$ cat src/rtl/core/lzfb_pkg.sv
`default_nettype none
package lzfb_pkg;
   typedef enum logic [3:0] {
      PH_CONTROL  = 4'b0001,
      PH_FLAGS    = 4'b0010,
      PH_DISTANCE = 4'b0100,
      PH_COPY     = 4'b1000
   } phase_type;

   localparam logic [8:0] MAX_MATCH_LEN = 9'd256;
   localparam int         OUT_BYTES     = 4;
endpackage
`default_nettype wire

$ cat src/rtl/core/lz_flag_byte_decompressor_top.sv
// Timing: a literal's result is registered, valid in the cycle after its transfer; a match
//   copies each byte from history back at wp and packs up to four bytes per result.
// Throughput: one byte per cycle for control, length and literal bytes while the receiver
//   keeps up; a match holds input through its copy (read, write back per byte) and stalls.
// Reset: synchronous, active high. The history RAM is not cleared; per-entry valid bits
//   make unwritten entries read as 0xFF.
`default_nettype none
module lz_flag_byte_decompressor_top (
   input  wire        clock,
   input  wire        reset,
   input  wire        req_valid,
   output logic       req_ready,
   input  wire [7:0]  req_in_byte,
   output logic       rsp_valid,
   input  wire        rsp_ready,
   output logic [7:0] rsp_out_byte0,
   output logic [7:0] rsp_out_byte1,
   output logic [7:0] rsp_out_byte2,
   output logic [7:0] rsp_out_byte3,
   output logic [2:0] rsp_byte_count,
   output logic       rsp_last_of_run,
   output logic       rsp_stream_end
);
   lzfb_pkg::phase_type phase_ff, phase_in;
   logic [7:0] flag_ff, flag_in;
   logic [8:0] len_ff, len_in;
   logic [7:0] wp_ff, wp_in;
   logic [7:0] src_ff, src_in;
   logic       fin_ff, fin_in;

   // history RAM with valid bits
   logic [7:0] ram [256];
   logic [255:0] vld_ff;
   logic [7:0]   rd_data_ff;
   logic         rd_vld_ff;
   logic         we;
   logic [7:0]   wa, wd;
   logic         re;
   logic [7:0]   ra;

   // copy sequencer: low to issue a read, high to write the byte back
   logic         rd_pend_ff, rd_pend_in;

   // output register
   logic [7:0] ob_ff [4];
   logic [7:0] ob_in [4];
   logic [2:0] cnt_ff, cnt_in;
   logic       ov_ff, ov_in, last_ff, last_in, end_ff, end_in;

   logic       acc;
   logic [7:0] rbyte;

   always_ff @(posedge clock) begin
      if (we) ram[wa] <= wd;
      if (re) begin
         rd_data_ff <= ram[ra];
         rd_vld_ff  <= vld_ff[ra];
      end
   end

   always_ff @(posedge clock) begin
      if (reset) vld_ff <= '0;
      else if (we) vld_ff[wa] <= 1'b1;
   end

   assign rbyte = rd_vld_ff ? rd_data_ff : 8'hFF;
   assign acc = req_valid && req_ready;

   always_comb begin
      phase_in = phase_ff; flag_in = flag_ff; len_in = len_ff; wp_in = wp_ff;
      src_in = src_ff; fin_in = fin_ff; rd_pend_in = 1'b0;
      ob_in = ob_ff; cnt_in = cnt_ff; ov_in = ov_ff; last_in = last_ff; end_in = end_ff;
      we = 1'b0; wa = wp_ff; wd = req_in_byte; re = 1'b0; ra = src_ff;
      req_ready = 1'b0;
      if (ov_ff && rsp_ready) ov_in = 1'b0;
      case (phase_ff)
         lzfb_pkg::PH_CONTROL, lzfb_pkg::PH_FLAGS, lzfb_pkg::PH_DISTANCE: begin
            // take input only when a result could be stored, or once the stream has ended
            req_ready = fin_ff || !ov_ff || rsp_ready;
            if (acc && !fin_ff) begin
               if (phase_ff == lzfb_pkg::PH_CONTROL) begin
                  if (req_in_byte == 8'd0) begin
                     fin_in = 1'b1; ov_in = 1'b1; cnt_in = 3'd0; last_in = 1'b1;
                     end_in = 1'b1;
                     for (int i = 0; i < 4; i++) ob_in[i] = 8'd0;
                  end else begin
                     flag_in = req_in_byte;
                     phase_in = (req_in_byte > 8'd1) ? lzfb_pkg::PH_FLAGS
                                                      : lzfb_pkg::PH_CONTROL;
                  end
               end else if (phase_ff == lzfb_pkg::PH_FLAGS) begin
                  if (flag_ff[0]) begin
                     we = 1'b1; wp_in = wp_ff + 8'd1;
                     ov_in = 1'b1; cnt_in = 3'd1; last_in = 1'b1; end_in = 1'b0;
                     ob_in[0] = req_in_byte;
                     for (int i = 1; i < 4; i++) ob_in[i] = 8'd0;
                     flag_in = {1'b0, flag_ff[7:1]};
                     phase_in = (flag_ff[7:1] > 7'd1) ? lzfb_pkg::PH_FLAGS
                                                       : lzfb_pkg::PH_CONTROL;
                  end else begin
                     len_in = (req_in_byte == 8'd0) ? lzfb_pkg::MAX_MATCH_LEN
                                                    : {1'b0, req_in_byte};
                     phase_in = lzfb_pkg::PH_DISTANCE;
                  end
               end else begin
                  // source = wp - dist = wp + d (mod 256)
                  src_in = wp_ff + req_in_byte;
                  cnt_in = 3'd0;
                  phase_in = lzfb_pkg::PH_COPY;
               end
            end
         end
         lzfb_pkg::PH_COPY: begin
            // one byte per two-step: read source, then write it back at wp
            if (!rd_pend_ff) begin
               // hold while a finished result waits; start a fresh one once it is taken
               if (!ov_ff || rsp_ready) begin
                  re = 1'b1; ra = src_ff; rd_pend_in = 1'b1;
                  if (ov_ff) cnt_in = 3'd0;
               end
            end else begin
               // the output is always free here: a read is only issued once it drains
               we = 1'b1; wa = wp_ff; wd = rbyte;
               wp_in = wp_ff + 8'd1; src_in = src_ff + 8'd1;
               ob_in[cnt_ff[1:0]] = rbyte;
               if (cnt_ff == 3'd0) for (int i = 1; i < 4; i++) ob_in[i] = 8'd0;
               len_in = len_ff - 9'd1;
               cnt_in = cnt_ff + 3'd1;
               if (cnt_ff + 3'd1 == 3'(lzfb_pkg::OUT_BYTES) || len_ff == 9'd1) begin
                  ov_in = 1'b1; last_in = (len_ff == 9'd1); end_in = 1'b0;
               end
               if (len_ff == 9'd1) begin
                  flag_in = {1'b0, flag_ff[7:1]};
                  phase_in = (flag_ff[7:1] > 7'd1) ? lzfb_pkg::PH_FLAGS
                                                    : lzfb_pkg::PH_CONTROL;
               end
            end
         end
         default: phase_in = lzfb_pkg::PH_CONTROL;
      endcase
   end

   // advance the control state; payload registers need no reset
   always_ff @(posedge clock) begin
      if (reset) begin
         phase_ff <= lzfb_pkg::PH_CONTROL; flag_ff <= '0; len_ff <= '0; wp_ff <= '0;
         fin_ff <= 1'b0; ov_ff <= 1'b0; rd_pend_ff <= 1'b0; cnt_ff <= '0;
      end else begin
         phase_ff <= phase_in; flag_ff <= flag_in; len_ff <= len_in; wp_ff <= wp_in;
         fin_ff <= fin_in; ov_ff <= ov_in; rd_pend_ff <= rd_pend_in; cnt_ff <= cnt_in;
      end
      src_ff <= src_in; last_ff <= last_in; end_ff <= end_in;
      for (int i = 0; i < 4; i++) ob_ff[i] <= ob_in[i];
   end

   assign rsp_valid       = ov_ff;
   assign rsp_out_byte0   = ob_ff[0];
   assign rsp_out_byte1   = ob_ff[1];
   assign rsp_out_byte2   = ob_ff[2];
   assign rsp_out_byte3   = ob_ff[3];
   assign rsp_byte_count  = cnt_ff;
   assign rsp_last_of_run = last_ff;
   assign rsp_stream_end  = end_ff;

   a_no_input_in_copy: assert property (@(posedge clock) disable iff (reset)
      phase_ff == lzfb_pkg::PH_COPY |-> !req_ready) else $error("input taken during copy");
   a_end_empty: assert property (@(posedge clock) disable iff (reset)
      rsp_valid && rsp_stream_end |-> rsp_byte_count == 3'd0) else $error("end with bytes");
   a_hold: assert property (@(posedge clock) disable iff (reset)
      rsp_valid && !rsp_ready |=> rsp_valid && $stable(rsp_out_byte0))
      else $error("result dropped");
endmodule
`default_nettype wire

$ cat config.mk
export PLATFORM = sky130hd
export DESIGN_NAME = lz_flag_byte_decompressor_top
export DESIGN_NICKNAME = d
export VERILOG_FILES = /design/src/rtl/core/lzfb_pkg.sv /design/src/rtl/core/lz_flag_byte_decompressor_top.sv
export SDC_FILE = /design/constraint.sdc
export NUM_CORES = 2
export LEC_CHECK = 0
export ABC_CLOCK_PERIOD_IN_PS = 24900
export BUFFER_PORTS_ARGS = -buffer_cell sky130_fd_sc_hd__buf_2
export CORE_ASPECT_RATIO = 1.75
export CORE_MARGIN = 2
export CORE_UTILIZATION = 40
export DETAILED_ROUTE_END_ITERATION = 6
export PLACE_DENSITY = 0.53
export SLEW_MARGIN = 20
export SYNTH_ARGS = -nofsm -noshare
export SYNTH_HDL_FRONTEND = slang
export SYNTH_SLANG_ARGS = --single-unit
$ cat constraint.sdc
create_clock -name clock -period 24.9 [get_ports clock]
set_input_delay 1.245 -clock clock [delete_from_list [all_inputs] [get_ports clock]]
set_output_delay 1.245 -clock clock [all_outputs]
set_load 0.02 [all_outputs]
* Word level (Yosys, flattened, before mapping)
Memories as Yosys holds them, arrays and structs flattened. A register that Yosys moved wholly into a read port is not among the register bits.
Cells that the tools add are included.
** Storage, ports and cells
- Memories :: 1
- Input port bits :: 12
- Output and inout port bits :: 39
- Memory bits (writable) :: 2048
- Register bits after elaboration :: 334
** Memories
- ram :: depth 256, bits a word 8, rd ports 1, clocked after memory_dff 1, write ports 1, line lz_flag_byte_decompressor_top.sv:32 : logic [7:0] ram [256];
** Operators by class
- $lt $le $gt $ge :: 7
- $add $sub $neg :: 5
- Reduce and logical (&&, ||, !) cells :: 25
- Equal/unequal tests :: 22
- Bitwise logic cells :: 2
- Multiplexer cells :: 99
** Operators by type and width (number)
- OR 256 bit :: 1
- two-way mux 32 bit :: 6
- two-way mux 8 bit :: 20
- case mux 32 bit (2 select lines) :: 1
- two-way mux 9 bit :: 6
- case mux 8 bit (2 select lines) :: 3
- two-way mux 1 bit :: 34
- bitwise mux 32 bit :: 1
- AND reduction 6 bit :: 5
- two-way mux 3 bit :: 9
- two-way mux 24 bit :: 1
- two-way mux 4 bit :: 6
- less-than comparator 8 x 9 -> 1 bit, second input constant :: 2
- inequality test 2 bit, second input constant :: 9
- inequality test 3 bit, second input constant :: 6
- case mux 9 bit (2 select lines) :: 1
- adder 8 x 1 -> 8 bit, second input constant :: 2
- demux 8 bit (select 2 bit) :: 1
- AND reduction 7 bit :: 2
- equality test 9 x 1 -> 1 bit, second input constant :: 1
- subtractor 9 x 1 -> 9 bit, second input constant :: 1
- adder 8 bit :: 1
- binary-select mux 1 bit (select 8 bit) :: 1
- demux 1 bit (select 8 bit) :: 1
- other kinds (26) :: 39

* Logic depth before layout (Yosys ltp)
- Depth in word-level cells :: 10
- Mapped depth :: 13
- Depth with buffers taken out :: 10

* Worst setup path before layout
Ideal clock, no wire load.
- Path type :: register to register
- Start :: register phase_ff[3]
- End :: memory ram[0][5], data pin
- Data arrival time :: 11.416 ns
- Clock period less this slack :: 13.603 ns
- Path buffers :: 2
- Library setup time :: 2.187 ns
- Setup slack :: 11.297 ns
- Data required time :: 22.713 ns
- Cell stages (with the launch flop) :: 6
- Cell sequence :: dfxtp_1 -> nor4b_2 -> nand2_1 -> clkbuf_1 -> clkbuf_1 -> o21ai_0
** On the way
- Cells in the longest elaborated chain, start to end :: 2
** RTL lines
- from (decl) :: line lz_flag_byte_decompressor_top.sv:24 : lzfb_pkg::phase_type phase_ff, phase_in;
- from (signal assigned) :: line lz_flag_byte_decompressor_top.sv:149 : phase_ff <= phase_in; flag_ff <= flag_in; len_ff <= len_in; wp_ff <= wp_in;
- equality test 4 bit :: line lz_flag_byte_decompressor_top.sv:76 : case (phase_ff)
- two-way mux 8 bit :: line lz_flag_byte_decompressor_top.sv:76
- net wd[5] :: line lz_flag_byte_decompressor_top.sv:37 : logic [7:0] wa, wd;
- to (decl) :: line lz_flag_byte_decompressor_top.sv:32
The timed path passes the listed nets, and every way through them passes these cells.

==> flow_summary.rst <==
.. list-table::
   :header-rows: 1

   * - Metric
     - Value
   * - Status
     - finished, final reports clean
   * - Most numerous cell types in the synthesized netlist
     - sky130_fd_sc_hd__edfxtp_1 (2099), sky130_fd_sc_hd__nor2_1 (679), sky130_fd_sc_hd__mux4_2 (423)
   * - Height of the die
     - 650 um
   * - Clock Sink Count
     - 2390
   * - Endpoint required time on the critical path
     - 25.62 ns
   * - Number of search-and-repair iterations in the first detailed-routing pass
     - 5
   * - Routed via count
     - 52.3k
   * - Clock Pin Slew Worst Setup and Hold Paths
     - 0.07 ns
   * - Internal power summed over all cells
     - 6500 uW
   * - RD Place Congestion
     - 0.879
   * - Count of flip-flops with a built-in enable after synthesis
     - 2099
   * - Count of max-cap constraint violations
     - 0
   * - Leakage power total
     - 0.0338 uW
   * - Estimated wirelength of the detail-placed design
     - 186 mm
   * - Part of the cycle the worst path needs
     - 21.1%
   * - Minimum clock period
     - 5.26 ns
   * - Area share of the largest cell type after synthesis
     - 66.1%
   * - Source-to-sink clock delay at the later pin of the worst-skew pair
     - 0.91 ns
   * - Drt initial violations
     - 4947
   * - Row count
     - 237
   * - Beginning of the worst register-to-register path
     - src_ff[0]$_DFFE_PP_
   * - Proportion of register bits with asynchronous set or reset after synthesis
     - 0%
   * - Largest buffer count on any clock path
     - 4
   * - Setup bufs post-CTS
     - 0
   * - Number of primary I/O pins
     - 51
   * - Routed Wire Length
     - 295 mm
   * - P&R area growth vs syn
     - 11.0%
   * - Critical path class
     - reg2reg
   * - Number of instances on the worst hold path
     - 2
   * - Main flop type after synthesis
     - sky130_fd_sc_hd__edfxtp_1
   * - Buffers on Ports
     - 50
   * - Slew at the pin closest to its max-slew limit
     - 1.22 ns
   * - Setup tns final
     - 0 ns
   * - Post-synthesis cell count
     - 5469
   * - Sw frac
     - 23.6%
   * - Fraction of final layout cells sized beyond drive strength 1
     - 18.9%
   * - Cells on worst reg2reg path
     - 11
   * - Clock tree from TritonCTS
     - built
   * - Min-Delay Startpoint
     - vld_ff[74]$_SDFFE_PP0P_
   * - Top post-synthesis cells by area
     - sky130_fd_sc_hd__edfxtp_1 (66%), sky130_fd_sc_hd__mux4_2 (10%), sky130_fd_sc_hd__dfxtp_1 (6.1%), sky130_fd_sc_hd__mux2i_1 (3.4%), sky130_fd_sc_hd__nor2_1 (2.7%)
   * - Combined global-route utilization of all metal layers
     - 23.9%
   * - Syn Std Cell Area
     - 95300 um^2
   * - Remaining Overflow, GRT
     - 0
   * - Largest net degree at the start of global routing
     - 185
   * - Net switching power of the design
     - 2010 uW
   * - Synth Register Bits
     - 2390
   * - Core area
     - 238000 um^2
   * - Effective utilization at floorplan
     - 40.1%
   * - Worst slack after detailed placement
     - 19.57 ns
   * - Sequential cell fraction of total power
     - 52.1%
   * - Die X
     - 373 um
   * - Clock tree root driver cell
     - sky130_fd_sc_hd__clkbuf_16
   * - Highest clock rate
     - 190 MHz
   * - Synth warn
     - 0
   * - P per Cell Area
     - 80.4 nW/um^2
   * - Share of synthesized area occupied by flip-flops and latches
     - 72.2%
   * - Storage cell area
     - 68900 um^2
   * - Type of origin of the critical path
     - flip-flop
   * - Maximum level of the CTS H-tree
     - 4
   * - Most instantiated library cell after synthesis
     - sky130_fd_sc_hd__edfxtp_1
   * - Clock Skews
     - 0.0535 ns
   * - Cts bufs inserted
     - 216
   * - Vias in the first global route
     - 53.0k
   * - Yosys cell types
     - 81
   * - FF-to-FF End
     - rd_data_ff[7]$_DFFE_PP_
   * - Worst Setup End Kind
     - flip-flop
   * - Unrepaired setup endpoints after global routing
     - false
   * - Die area
     - 242000 um^2
   * - Setup violations, final
     - 0
   * - Fin worst setup slack
     - 19.64 ns
   * - Syn nets
     - 5501
   * - Worst slew margin
     - 18.8%
   * - Worst Hold Path EP
     - vld_ff[74]$_SDFFE_PP0P_
   * - Quantity of hold-fixing buffers added after cts
     - 0
   * - Antenna viol nets, final
     - 0
   * - Total area of multi-input combinational cells
     - 24300 um^2
   * - Mean cell area of the mapped netlist
     - 17.4 um^2
   * - Worst hold margin
     - 0.464 ns
   * - Data arrival at the endpoint of the critical path
     - 5.98 ns
   * - Logic pwr share
     - 8.3%
   * - Number of vias per cell
     - 5.92
   * - Worst IR drop on VDD
     - 0.0000541 V
   * - Count of unresolved DRC violations after routing
     - 0
   * - Kind of path behind the tightest hold check
     - reg2reg
   * - Clock power share
     - 39.6%
   * - Final hold vios
     - 0
   * - Largest area contributor in the synthesized netlist
     - sky130_fd_sc_hd__edfxtp_1
   * - Filler cell count
     - 20.6k
   * - Max-slew violation total from the final report
     - 0
   * - Final routed wire length divided by cell count
     - 33.3 um
   * - Post-cts repair resize count
     - 0
   * - Antenna violations before repair
     - 8
   * - Worst R2R Setup Slack
     - 19.64 ns
   * - Wire length of the first global-routing pass
     - 413 mm
   * - Maximum fanout count along the critical path
     - 48
   * - Count of nets after finishing
     - 5579
## power by group through the flow
| stage | logic [uW] | clock network [uW] | registers (uW) |
|---|---|---|---|
| detailed placement | 707 | 0 | 4520 |
| finish | 706 | 3370 | 4440 |
| floorplan | 428 | 0 | 4590 |
| global route | 743 | 3540 | 4440 |
| global placement | 702 | 0 | 4520 |
| CTS | 708 | 3410 | 4440 |
## critical path: stages, from the launching register on
cell	delay, ns
sky130_fd_sc_hd__edfxtp_1	0.43
sky130_fd_sc_hd__buf_4	0.61
sky130_fd_sc_hd__buf_4	0.68
sky130_fd_sc_hd__buf_4	0.77
sky130_fd_sc_hd__mux2i_1	0.23
sky130_fd_sc_hd__o221ai_1	0.33
sky130_fd_sc_hd__o22ai_1	0.14
sky130_fd_sc_hd__nor2_1	0.69
sky130_fd_sc_hd__buf_4	0.30
sky130_fd_sc_hd__a211o_1	0.24
sky130_fd_sc_hd__o41ai_2	0.23
sky130_fd_sc_hd__nor4_1	0.32
## flip-flops by register name (all words and copies together), names as in the netlist, 3 cells and up
register,count
ram,2048
vld_ff,256
len_ff,9
flag_ff,8
rd_data_ff,8
rsp_out_byte0,8
rsp_out_byte1,8
rsp_out_byte2,8
rsp_out_byte3,8
src_ff,8
wp_ff,8
phase_ff,4
rsp_byte_count,3
## worst max-delay path by stage
stage | start | to | slack [ns]
finish | src_ff[0]$_DFFE_PP_ | rd_data_ff[7]$_DFFE_PP_ | 19.64
global placement | src_ff[0]$_DFFE_PP_ | rd_data_ff[2]$_DFFE_PP_ | 19.50
CTS | src_ff[0]$_DFFE_PP_ | rd_data_ff[4]$_DFFE_PP_ | 19.55
detailed placement | src_ff[0]$_DFFE_PP_ | rd_data_ff[4]$_DFFE_PP_ | 19.57
global route | src_ff[0]$_DFFE_PP_ | rd_data_ff[4]$_DFFE_PP_ | 19.38
floorplan | phase_ff[3]$_SDFFE_PP0P_ | ram[0][5]$_DFFE_PP_ | 11.30
## logic make-up (layout without fill, tap and decap cells)
group,count (synthesis),in the layout,share of synthesized area [%]
muxes,786,786,14.3
AOI/OAI and AO/OA,779,779,5.40
adders and majority gates,20,20,0.270
xor gates and xnor gates,22,22,0.202
buffers and inverters,389,638,2.70
DFF,2390,2390,72.2
and+or+nand+nor,1083,1083,4.91
other,0,10,0
## cells in the final DEF, fill, tap and decap left out, drive strengths merged, types with 21 or more instances in the layout
| master | instances |
|---|---|
| inv | 27 |
| o221ai | 108 |
| o22ai | 90 |
| nand3 | 43 |
| a22oi | 36 |
| edfxtp | 2099 |
| mux2i | 328 |
| nand2b | 21 |
| a211oi | 46 |
| nor2 | 689 |
| a21oi | 316 |
| clkinv | 74 |
| nor4 | 22 |
| nor3 | 52 |
| o21ai | 53 |
| clkbuf | 289 |
| dfxtp | 291 |
| nor2b | 36 |
| buf | 224 |
| and2 | 22 |
| mux4 | 450 |
| nand2 | 152 |
## per-stage QoR
step / area (um^2) / power (uW) / util, % / instances
floorplan: 95300 / 5020 / - / 5469
CTS: 106000 / 8560 / 44.5 / 8824
global route: 106000 / 8730 / 44.6 / 8832
finish: 106000 / 8510 / 44.6 / 8835
global placement: 98700 / 5220 / 41.6 / 8432
detailed placement: 98800 / 5230 / 41.6 / 8435
## cell type report
class / instances / area share (%)
flip-flops and latches: 2390 / 65.1
clock inverters: 100 / 0.932
repair buffers: 224 / 1.63
inverters: 25 / 0.0958
clock buffers: 289 / 5.63
multi-input cells: 2690 / 23.0
well taps: 3107 / 3.67
diodes: 10 / 0.0236
## layer usage
metal / up-vias / global-route usage, % / routed length (um)
li1: 21900 / - / -
met1: 27900 / 28.0 / 108000
met2: 1917 / 43.3 / 155000
met3: 535 / 2.67 / 15000
met4: 0 / 12.3 / 16700
met5: - / 0 / 0
No activity file was read; power rests on OpenSTA's default activity.
